[src/hw/rtl/rpt_pkg.sv]
// ----------------------------------------------------------------------------
// rpt_pkg
// Shared types and constants of the round-trip probe tracker.
// ----------------------------------------------------------------------------
package rpt_pkg;

    // event codes on the input channel
    typedef enum logic [2:0] {
        OP_START    = 3'd0,
        OP_ISSUE    = 3'd1,
        OP_PACKET   = 3'd2,
        OP_RESPONSE = 3'd3,
        OP_TIMEOUT  = 3'd4
    } op_t;

    // result status codes
    typedef enum logic [2:0] {
        ST_MEASURED  = 3'd0,
        ST_UNMATCHED = 3'd1,
        ST_UNKNOWN   = 3'd2,
        ST_TIMEOUT   = 3'd3,
        ST_ISSUED    = 3'd4,
        ST_STARTED   = 3'd5,
        ST_STAMP     = 3'd6,
        ST_FINISHED  = 3'd7
    } status_t;

    // id seed offset, one less than half the id space
    localparam logic [15:0] ID_SEED_OFFSET = 16'h7fff;
    // probe count after reset (minus one)
    localparam logic [31:0] COUNT_RESET    = 32'hffff_ffff;
    // mean deviation after reset, microseconds
    localparam logic [31:0] DEV_RESET      = 32'd3000000;

    // control stage result handed to the statistics and output stage
    typedef struct packed {
        status_t     status;
        logic [15:0] probe_id;
        logic [31:0] rtt;
        logic        meas;
        logic [31:0] probe_count;
        logic [31:0] drop_count;
        logic        done;
    } ctrl_res_t;

endpackage

[src/hw/rtl/rpt_ctrl.sv]
// ----------------------------------------------------------------------------
// rpt_ctrl
// Probe control state: id, outstanding flag, send stamp, counters, finish.
// ----------------------------------------------------------------------------
module rpt_ctrl
(
    input  logic                 clk,
    input  logic                 rst_n,
    input  logic                 cfg_we,
    input  logic [15:0]          cfg_limit,
    input  logic                 fire,
    input  logic [2:0]           operation,
    input  logic [15:0]          ip_id,
    input  logic [31:0]          stamp_us,
    output rpt_pkg::ctrl_res_t   res
);

    logic [15:0] probe_limit_reg;
    logic        outstanding_reg, outstanding_next;
    logic [15:0] current_id_reg, current_id_next;
    logic [31:0] probe_count_reg, probe_count_next;
    logic [31:0] drop_count_reg, drop_count_next;
    logic [31:0] sent_stamp_reg, sent_stamp_next;
    logic        stamp_valid_reg, stamp_valid_next;
    logic        done_flag_reg, done_flag_next;

    logic [15:0] id_base;
    logic [31:0] count_inc;
    logic        limit_hit;
    logic        adv;

    // limit register
    always_ff @(posedge clk or negedge rst_n)
    begin
        if (!rst_n)
        begin
            probe_limit_reg <= '0;
        end
        else if (cfg_we)
        begin
            probe_limit_reg <= cfg_limit;
        end
    end

    // finish test on the advanced count
    assign count_inc = probe_count_reg + 32'd1;
    assign limit_hit = (probe_limit_reg != '0) && !count_inc[31]
                       && (count_inc >= {16'b0, probe_limit_reg});

    // event decode and next state
    always_comb
    begin
        outstanding_next = outstanding_reg;
        current_id_next  = current_id_reg;
        probe_count_next = probe_count_reg;
        drop_count_next  = drop_count_reg;
        sent_stamp_next  = sent_stamp_reg;
        stamp_valid_next = stamp_valid_reg;
        done_flag_next   = done_flag_reg;
        id_base          = current_id_reg;
        adv              = 1'b0;
        res.status       = rpt_pkg::ST_FINISHED;
        res.rtt          = '0;
        res.meas         = 1'b0;
        if (!done_flag_reg)
        begin
            case (rpt_pkg::op_t'(operation))
                rpt_pkg::OP_START:
                begin
                    id_base    = ip_id + rpt_pkg::ID_SEED_OFFSET;
                    adv        = 1'b1;
                    res.status = rpt_pkg::ST_STARTED;
                end
                rpt_pkg::OP_ISSUE:
                begin
                    outstanding_next = 1'b1;
                    res.status       = rpt_pkg::ST_ISSUED;
                end
                rpt_pkg::OP_PACKET:
                begin
                    if (outstanding_reg && (ip_id == current_id_reg))
                    begin
                        sent_stamp_next  = stamp_us;
                        stamp_valid_next = 1'b1;
                    end
                    res.status = rpt_pkg::ST_STAMP;
                end
                rpt_pkg::OP_RESPONSE:
                begin
                    if (!outstanding_reg)
                    begin
                        res.status = rpt_pkg::ST_UNKNOWN;
                    end
                    else
                    begin
                        outstanding_next = 1'b0;
                        if (stamp_valid_reg)
                        begin
                            res.rtt    = stamp_us - sent_stamp_reg;
                            res.meas   = 1'b1;
                            res.status = rpt_pkg::ST_MEASURED;
                        end
                        else
                        begin
                            res.status = rpt_pkg::ST_UNMATCHED;
                        end
                        adv = 1'b1;
                    end
                end
                rpt_pkg::OP_TIMEOUT:
                begin
                    outstanding_next = 1'b0;
                    drop_count_next  = drop_count_reg + 32'd1;
                    adv              = 1'b1;
                    res.status       = rpt_pkg::ST_TIMEOUT;
                end
                default:
                begin
                    // undefined event, no state change
                end
            endcase
        end
        // advance to the next probe
        if (adv)
        begin
            current_id_next  = id_base + 16'd1;
            probe_count_next = count_inc;
            stamp_valid_next = 1'b0;
            if (limit_hit)
            begin
                done_flag_next = 1'b1;
            end
        end
        res.probe_id    = current_id_next;
        res.probe_count = probe_count_next;
        res.drop_count  = drop_count_next;
        res.done        = done_flag_next;
    end

    // state update on each processed event
    always_ff @(posedge clk or negedge rst_n)
    begin
        if (!rst_n)
        begin
            outstanding_reg <= 1'b0;
            current_id_reg  <= '0;
            probe_count_reg <= rpt_pkg::COUNT_RESET;
            drop_count_reg  <= '0;
            sent_stamp_reg  <= '0;
            stamp_valid_reg <= 1'b0;
            done_flag_reg   <= 1'b0;
        end
        else if (fire)
        begin
            outstanding_reg <= outstanding_next;
            current_id_reg  <= current_id_next;
            probe_count_reg <= probe_count_next;
            drop_count_reg  <= drop_count_next;
            sent_stamp_reg  <= sent_stamp_next;
            stamp_valid_reg <= stamp_valid_next;
            done_flag_reg   <= done_flag_next;
        end
    end

    // finish is sticky
    a_done_sticky: assert property (@(posedge clk) disable iff (!rst_n)
        done_flag_reg |=> done_flag_reg)
        else $error("finish flag cleared");

    // a recorded stamp always belongs to an outstanding probe
    a_stamp_outstanding: assert property (@(posedge clk) disable iff (!rst_n)
        stamp_valid_reg |-> outstanding_reg)
        else $error("stamp recorded with no probe outstanding");

    // after finish the probe id no longer moves
    a_done_frozen: assert property (@(posedge clk) disable iff (!rst_n)
        fire && done_flag_reg |=> $stable(current_id_reg))
        else $error("probe id changed after finish");

endmodule

[src/hw/rtl/rpt_stats.sv]
// ----------------------------------------------------------------------------
// rpt_stats
// RTT statistics: min, max, saturating sum, smoothed average and deviation,
// and the retransmit timeout derived from them.
// ----------------------------------------------------------------------------
module rpt_stats
(
    input  logic               clk,
    input  logic               rst_n,
    input  logic               upd,
    input  logic [31:0]        rtt,
    input  logic [31:0]        probes_done,
    input  logic [31:0]        drops,
    output logic [31:0]        rtt_min,
    output logic [31:0]        rtt_max,
    output logic signed [33:0] rtt_avg,
    output logic [31:0]        rtt_dev,
    output logic [47:0]        rtt_sum,
    output logic [31:0]        rto_us
);

    logic [31:0]        min_reg, min_next;
    logic [31:0]        max_reg, max_next;
    logic signed [33:0] avg_reg, avg_next;
    logic [31:0]        dev_reg, dev_next;
    logic [47:0]        sum_reg, sum_next;

    logic signed [37:0] avg_ext;
    logic signed [37:0] avg_acc;
    logic signed [34:0] err_pos;
    logic signed [34:0] err_neg;
    logic [34:0]        mag;
    logic [36:0]        dev_acc;
    logic [48:0]        sum_acc;
    logic signed [32:0] live;
    logic               first_rto;
    logic signed [35:0] rto_acc;

    // min, max and saturating sum
    always_comb
    begin
        min_next = (rtt < min_reg) ? rtt : min_reg;
        max_next = (rtt > max_reg) ? rtt : max_reg;
        sum_acc  = {1'b0, sum_reg} + {17'b0, rtt};
        sum_next = sum_acc[48] ? '1 : sum_acc[47:0];
    end

    // average: avg + floor((rtt - avg) / 8) == floor((rtt + 7 avg) / 8)
    always_comb
    begin
        avg_ext  = {{4{avg_reg[33]}}, avg_reg};
        avg_acc  = $signed({6'b0, rtt}) + (avg_ext <<< 3) - avg_ext;
        avg_next = avg_acc[36:3];
    end

    // deviation: dev + floor((|err| - dev) / 4) == floor((|err| + 3 dev) / 4)
    always_comb
    begin
        err_pos  = $signed({3'b0, rtt}) - $signed({avg_reg[33], avg_reg});
        err_neg  = $signed({avg_reg[33], avg_reg}) - $signed({3'b0, rtt});
        mag      = err_pos[34] ? err_neg : err_pos;
        dev_acc  = {2'b0, mag} + {5'b0, dev_reg} + {4'b0, dev_reg, 1'b0};
        dev_next = (|dev_acc[36:34]) ? '1 : dev_acc[33:2];
    end

    // statistics registers
    always_ff @(posedge clk or negedge rst_n)
    begin
        if (!rst_n)
        begin
            min_reg <= '1;
            max_reg <= '0;
            avg_reg <= '0;
            dev_reg <= rpt_pkg::DEV_RESET;
            sum_reg <= '0;
        end
        else if (upd)
        begin
            min_reg <= min_next;
            max_reg <= max_next;
            avg_reg <= avg_next;
            dev_reg <= dev_next;
            sum_reg <= sum_next;
        end
    end

    // retransmit timeout, saturated to 32 bits
    always_comb
    begin
        live      = $signed({probes_done[31], probes_done}) - $signed({drops[31], drops});
        first_rto = live[32] || (live == '0);
        if (first_rto)
        begin
            rto_acc = $signed({3'b0, dev_reg, 1'b0});
        end
        else
        begin
            rto_acc = $signed({{2{avg_reg[33]}}, avg_reg}) + $signed({2'b0, dev_reg, 2'b0});
        end
        if (rto_acc[35])
        begin
            rto_us = '0;
        end
        else if (|rto_acc[34:32])
        begin
            rto_us = '1;
        end
        else
        begin
            rto_us = rto_acc[31:0];
        end
    end

    assign rtt_min = min_reg;
    assign rtt_max = max_reg;
    assign rtt_avg = avg_reg;
    assign rtt_dev = dev_reg;
    assign rtt_sum = sum_reg;

    // once a sample is in, min never exceeds max
    a_min_le_max: assert property (@(posedge clk) disable iff (!rst_n)
        upd |=> (min_reg <= max_reg))
        else $error("rtt min above rtt max");

endmodule

[src/hw/rtl/rtt_probe_tracker.sv]
// ----------------------------------------------------------------------------
// rtt_probe_tracker
// Round-trip probe tracker with smoothed RTT statistics.
// ----------------------------------------------------------------------------
// Takes one event per clock while not stalled and returns one result per
// defined event; events with an undefined code are consumed and give no
// result. An accepted event sits in the input register, is decoded against
// the probe control state as it leaves there, and its result passes the
// control stage register into the output register. The control state (id,
// outstanding, counters) turns over once per event that leaves the input
// register, and the statistics (min, max, sum, average, deviation) update as
// a measured result enters the output register, so throughput is one event
// per cycle while the output is not stalled. The retransmit timeout comes
// from output-side registers. No reset sweep: events go in right after reset.
// ----------------------------------------------------------------------------
module rtt_probe_tracker
(
    input  logic               clk,
    input  logic               rst_n,
    // configuration write
    input  logic               cfg_valid,
    output logic               cfg_ready,
    input  logic [15:0]        cfg_probe_limit,
    // event input
    input  logic               in_valid,
    output logic               in_stall,
    input  logic [2:0]         operation,
    input  logic [15:0]        ip_id,
    input  logic [31:0]        stamp_us,
    // result output
    output logic               out_valid,
    input  logic               out_stall,
    output logic [2:0]         status,
    output logic [15:0]        probe_id,
    output logic [31:0]        rto_us,
    output logic [31:0]        rtt_us,
    output logic [31:0]        rtt_min,
    output logic [31:0]        rtt_max,
    output logic signed [33:0] rtt_avg,
    output logic [31:0]        rtt_dev,
    output logic [47:0]        rtt_sum,
    output logic [31:0]        probes_done,
    output logic [31:0]        drops,
    output logic               finished
);

    logic                in_valid_reg;
    logic [2:0]          in_op_reg;
    logic [15:0]         in_ip_id_reg;
    logic [31:0]         in_stamp_reg;

    logic                s1_valid_reg;
    rpt_pkg::ctrl_res_t  s1_res_reg;
    rpt_pkg::ctrl_res_t  ctrl_res;

    logic                out_valid_reg;
    rpt_pkg::status_t    out_status_reg;
    logic [15:0]         out_id_reg;
    logic [31:0]         out_rtt_reg;
    logic [31:0]         out_probes_reg;
    logic [31:0]         out_drops_reg;
    logic                out_done_reg;

    logic                in_accept;
    logic                op_known;
    logic                move_out;
    logic                s1_free;
    logic                fire;

    // pipeline handshake
    assign cfg_ready = 1'b1;
    assign op_known  = (in_op_reg <= rpt_pkg::OP_TIMEOUT);
    assign move_out  = s1_valid_reg && (!out_valid_reg || !out_stall);
    assign s1_free   = !s1_valid_reg || move_out;
    assign fire      = in_valid_reg && (s1_free || !op_known);
    assign in_stall  = in_valid_reg && !fire;
    assign in_accept = in_valid && !in_stall;

    // input register control
    always_ff @(posedge clk or negedge rst_n)
    begin
        if (!rst_n)
        begin
            in_valid_reg <= 1'b0;
        end
        else if (in_accept)
        begin
            in_valid_reg <= 1'b1;
        end
        else if (fire)
        begin
            in_valid_reg <= 1'b0;
        end
    end

    // input register payload
    always_ff @(posedge clk)
    begin
        if (in_accept)
        begin
            in_op_reg    <= operation;
            in_ip_id_reg <= ip_id;
            in_stamp_reg <= stamp_us;
        end
    end

    // probe control stage
    rpt_ctrl u_ctrl
    (
        .clk       (clk),
        .rst_n     (rst_n),
        .cfg_we    (cfg_valid && cfg_ready),
        .cfg_limit (cfg_probe_limit),
        .fire      (fire),
        .operation (in_op_reg),
        .ip_id     (in_ip_id_reg),
        .stamp_us  (in_stamp_reg),
        .res       (ctrl_res)
    );

    // control stage register
    always_ff @(posedge clk or negedge rst_n)
    begin
        if (!rst_n)
        begin
            s1_valid_reg <= 1'b0;
        end
        else if (fire && op_known)
        begin
            s1_valid_reg <= 1'b1;
        end
        else if (move_out)
        begin
            s1_valid_reg <= 1'b0;
        end
    end

    always_ff @(posedge clk)
    begin
        if (fire && op_known)
        begin
            s1_res_reg <= ctrl_res;
        end
    end

    // output register control
    always_ff @(posedge clk or negedge rst_n)
    begin
        if (!rst_n)
        begin
            out_valid_reg <= 1'b0;
        end
        else
        begin
            out_valid_reg <= move_out || (out_valid_reg && out_stall);
        end
    end

    // output register payload
    always_ff @(posedge clk)
    begin
        if (move_out)
        begin
            out_status_reg <= s1_res_reg.status;
            out_id_reg     <= s1_res_reg.probe_id;
            out_rtt_reg    <= s1_res_reg.rtt;
            out_probes_reg <= s1_res_reg.probe_count;
            out_drops_reg  <= s1_res_reg.drop_count;
            out_done_reg   <= s1_res_reg.done;
        end
    end

    // statistics, updated as a measured result enters the output register
    rpt_stats u_stats
    (
        .clk         (clk),
        .rst_n       (rst_n),
        .upd         (move_out && s1_res_reg.meas),
        .rtt         (s1_res_reg.rtt),
        .probes_done (out_probes_reg),
        .drops       (out_drops_reg),
        .rtt_min     (rtt_min),
        .rtt_max     (rtt_max),
        .rtt_avg     (rtt_avg),
        .rtt_dev     (rtt_dev),
        .rtt_sum     (rtt_sum),
        .rto_us      (rto_us)
    );

    assign out_valid   = out_valid_reg;
    assign status      = out_status_reg;
    assign probe_id    = out_id_reg;
    assign rtt_us      = out_rtt_reg;
    assign probes_done = out_probes_reg;
    assign drops       = out_drops_reg;
    assign finished    = out_done_reg;

    // a decoded event waiting behind a stalled output is never dropped
    a_s1_held: assert property (@(posedge clk) disable iff (!rst_n)
        s1_valid_reg && !move_out |=> s1_valid_reg)
        else $error("control stage result lost");

    // every defined event that leaves the input register produces a result
    a_known_loaded: assert property (@(posedge clk) disable iff (!rst_n)
        fire && op_known |=> s1_valid_reg)
        else $error("defined event produced no result");

    // undefined events never reach the output side
    a_unknown_free: assert property (@(posedge clk) disable iff (!rst_n)
        fire && !op_known && !s1_valid_reg |=> !s1_valid_reg)
        else $error("undefined event produced a result");

endmodule
[config.mk]
export PLATFORM = sky130hd
export DESIGN_NAME = rtt_probe_tracker
export DESIGN_NICKNAME = d
export VERILOG_FILES = /design/src/hw/rtl/rpt_pkg.sv /design/src/hw/rtl/rpt_ctrl.sv /design/src/hw/rtl/rpt_stats.sv /design/src/hw/rtl/rtt_probe_tracker.sv
export SDC_FILE = /design/constraint.sdc
export NUM_CORES = 2
export LEC_CHECK = 0
export ABC_CLOCK_PERIOD_IN_PS = 21200
export BUFFER_PORTS_ARGS = -buffer_cell sky130_fd_sc_hd__buf_4
export CAP_MARGIN = 40
export CORE_AREA = 2 2 325 327
export DETAILED_ROUTE_END_ITERATION = 6
export DIE_AREA = 0 0 327 329
export HOLD_SLACK_MARGIN = 0.02
export PLACE_DENSITY = 0.62
export SLEW_MARGIN = 20
export SYNTH_ARGS = -nofsm -noshare
export SYNTH_HDL_FRONTEND = slang
export SYNTH_SLANG_ARGS = --single-unit
[constraint.sdc]
create_clock -name clk -period 21.2 [get_ports clk]
set_input_delay 2.12 -clock clk [delete_from_list [all_inputs] [get_ports clk]]
set_output_delay 2.12 -clock clk [all_outputs]
set_load 0.02 [all_outputs]
==> metrics.yaml <==
run_status:
  outcome: "finished clean"
yosys:
  ys_warn_count: 0
  ys_seq_area_frac: 0.397
  synth_largest_area_cell: "edfxtp_1"
  postSynth.asyncResetShare: 0.523
  synth_seq_cells: 596
  syn_nets: 4839
  syn_area_per_cell_sq_um: 9.51
  ys_types: 98
  synth.top_cell.area_share: 0.206
  synth_flop_cell: "edfxtp_1"
  netlist_instances: 4349
  synth.top_cells.by_area: "edfxtp_1 (21%), dfrtp_1 (14%), ha_1 (11%)"
  synth_edf_count: 284
  syn_area_sq_mm: 0.0414
cts:
  insertion_delay_ps: 660
  cts.sinks: 596
  cts_tree: "yes"
  root_buffer: "clkbuf_16"
  cts_buffer_depth: 3
  cts.reportedPaths.clkPinSlew_ps: 60
  h-tree-depth: 3
  ctsHoldBuffers: 0
  ctsResizeCount: 0
  postCtsSetupBuffers: 0
  cts_made_buffers: 72
sta:
  fin_hold_ws_ps: 416
  finClkSkew_ps: 39.8
  setup-tns-final_ps: 0
  finalMaxSlewViolations: 0
  max_freq_ghz: 0.102
  rsz0062_at_grt: "no"
  setup_viol: 0
  min_period_ps: 9810
  max_slew_margin: 0.465
  hold_viol_final: 0
  post-route-period-util: 0.463
  worst_pin_slew_ps: 782
global_route:
  grt_pass1_vias: 32733
  grt_remaining_overflow: 0
  grt_pass1_wl_um: 196000
  antenna_found_initial: 4
  grt_util_all_layers: 0.237
  grt_max_degree: 78
die:
  start_util: 0.396
  fp.dieW_um: 327
  core_area_sq_mm: 0.104
  die_y_um: 329
  die_area_sq_mm: 0.108
  boundaryPins: 401
  placementRows: 119
drt:
  first_pass_iters: 5
  wl_per_cell_um: 21.1
  via_count: 33871
  vias_per_cell: 5.51
  wirelength_um: 130000
  ant_nets: 0
  drt_iter0_drc: 2589
  route.detailed.drc: 0
cells_and_area:
  largest_reg_flops: 117
  nFillCells: 9954
  drive_gt1_frac: 0.143
  synthToLayoutAreaGrowth_pct: 16.5
  nNetsFinal: 5191
  final_cells: 6152
  diodes: 0
run:
  max_cap_viol_count: 0
critical_path:
  worstPathArrival_ps: 10380
  crit_required_ps: 21770
  path_max_fanout: 26
  crit_top_cell: "a21oi_1"
  start_kind: "flip-flop"
  critPathKind: "reg -> reg"
  slowest_stage: "a221oi_1"
  cp-end-kind: "flip-flop"
  cp_slowest_stage_delay_ps: 660
place:
  dp.cells: 6017
  numPortBuffers: 399
  dp_hpwl_um: 104000
  gp_congestion: 0.966
hold_path:
  hp-class: "reg -> reg"
==> area by class of cell <==
| class | instances | area [sq um] | area share |
|---|---|---|---|
| Multi-Input combinational cell | 3243 | 23000 | 0.478 |
| Inverter | 353 | 1330 | 0.0275 |
| Tap cell | 1391 | 1740 | 0.0361 |
| Clock inverter | 37 | 393 | 0.00816 |
| Timing Repair Buffer | 435 | 3330 | 0.0690 |
| Clock buffer | 97 | 1950 | 0.0404 |
| Sequential cell | 596 | 16400 | 0.341 |
==> critical path: cells and delay by family, from the launching register on <==
| kind | cells | cell delay, ps |
|---|---|---|
| AO/OA/AOI/OAI | 21 | 5380 |
| adder cells (fa/ha/maj) | 3 | 1150 |
| multiplexers | 3 | 1120 |
| AND/OR/NAND/NOR | 6 | 750 |
| flip-flops | 1 | 470 |
| XOR/XNOR | 2 | 450 |
| buffers and inverters | 2 | 370 |
==> per-layer routing <==
metal / vias up / part of all wire / track usage / wire, um
li1: 16303 / - / - / -
met3: 183 / 0.064 / 0.0408 / 8330
met1: 16389 / 0.47 / 0.336 / 60600
met4: 2 / 0.034 / 0.0831 / 4390
met2: 994 / 0.44 / 0.364 / 56700
met5: - / 0.00012 / 0 / 16
==> path summary, 6_finish.rpt <==
check	startpoint	endpoint	slack [ps]	depth (start not counted)
max in group asynchronous	rst_n	u_stats.rtt_sum[8]	17340	4
min in group asynchronous	rst_n	u_stats.rtt_avg[2]	1430	1
worst min-delay path	s1_res_reg[49]	probes_done[16]	420	0
worst min register to register	s1_res_reg[49]	probes_done[16]	420	0
worst max-delay path	u_stats.rtt_avg[9]	u_stats.rtt_dev[14]	11390	37
worst max register to register	u_stats.rtt_avg[9]	u_stats.rtt_dev[14]	11390	37
==> synthesized netlist by cell type, drive strengths merged, types with 43 or more instances <==
master,n
nand2,392
ha,380
inv,353
a21oi,320
o21ai,291
nor2,285
edfxtp,284
dfrtp,238
xnor2,218
xor2,161
a21o,142
clkbuf,117
nand3,107
mux2i,78
dfstp,74
nor3,64
nand4,63
a31oi,61
nand2b,51
o21bai,49
nor2b,43
==> cell usage in the layout (no fill, tap or decap), types with 21 or more instances in the layout <==
cell	count
nand3_1	106
xor2_1	161
xnor2_1	218
nand2b_1	51
and3_1	41
nor4_1	21
nand4_1	63
nor2_1	285
ha_1	380
fa_1	38
o21bai_1	49
dfstp_2	74
o221a_1	29
o21ai_0	282
a211oi_1	37
clkbuf_16	72
nand2_1	391
o211ai_1	26
a21oi_1	317
nor2b_1	42
edfxtp_1	284
o22a_1	28
a31oi_1	61
dfrtp_1	238
inv_1	353
o21a_1	32
mux2i_1	77
nor3_1	64
or3_1	24
a21o_1	142
buf_4	426
==> metrics by stage <==
stage | util | area [sq um] | worst slack [ps]
after floorplan | - | 41400 | 12260
after global placement | 0.438 | 45700 | 11760
after detailed placement | 0.439 | 45800 | 11560
after CTS | 0.461 | 48200 | 11480
after global routing | 0.462 | 48200 | 10660
final | 0.462 | 48200 | 11390
==> logic make-up after synthesis <==
family,share of synthesized area
mux,0.0222
other cells,0.0000907
flops,0.397
compound gates,0.184
xor+xnor,0.0803
buf+inv,0.0478
simple gates,0.136
fa+ha+maj,0.133
Power is left out: the tool's default activity adds up to more than one toggle a clock period on the data nets, which glitch-free logic cannot reach.
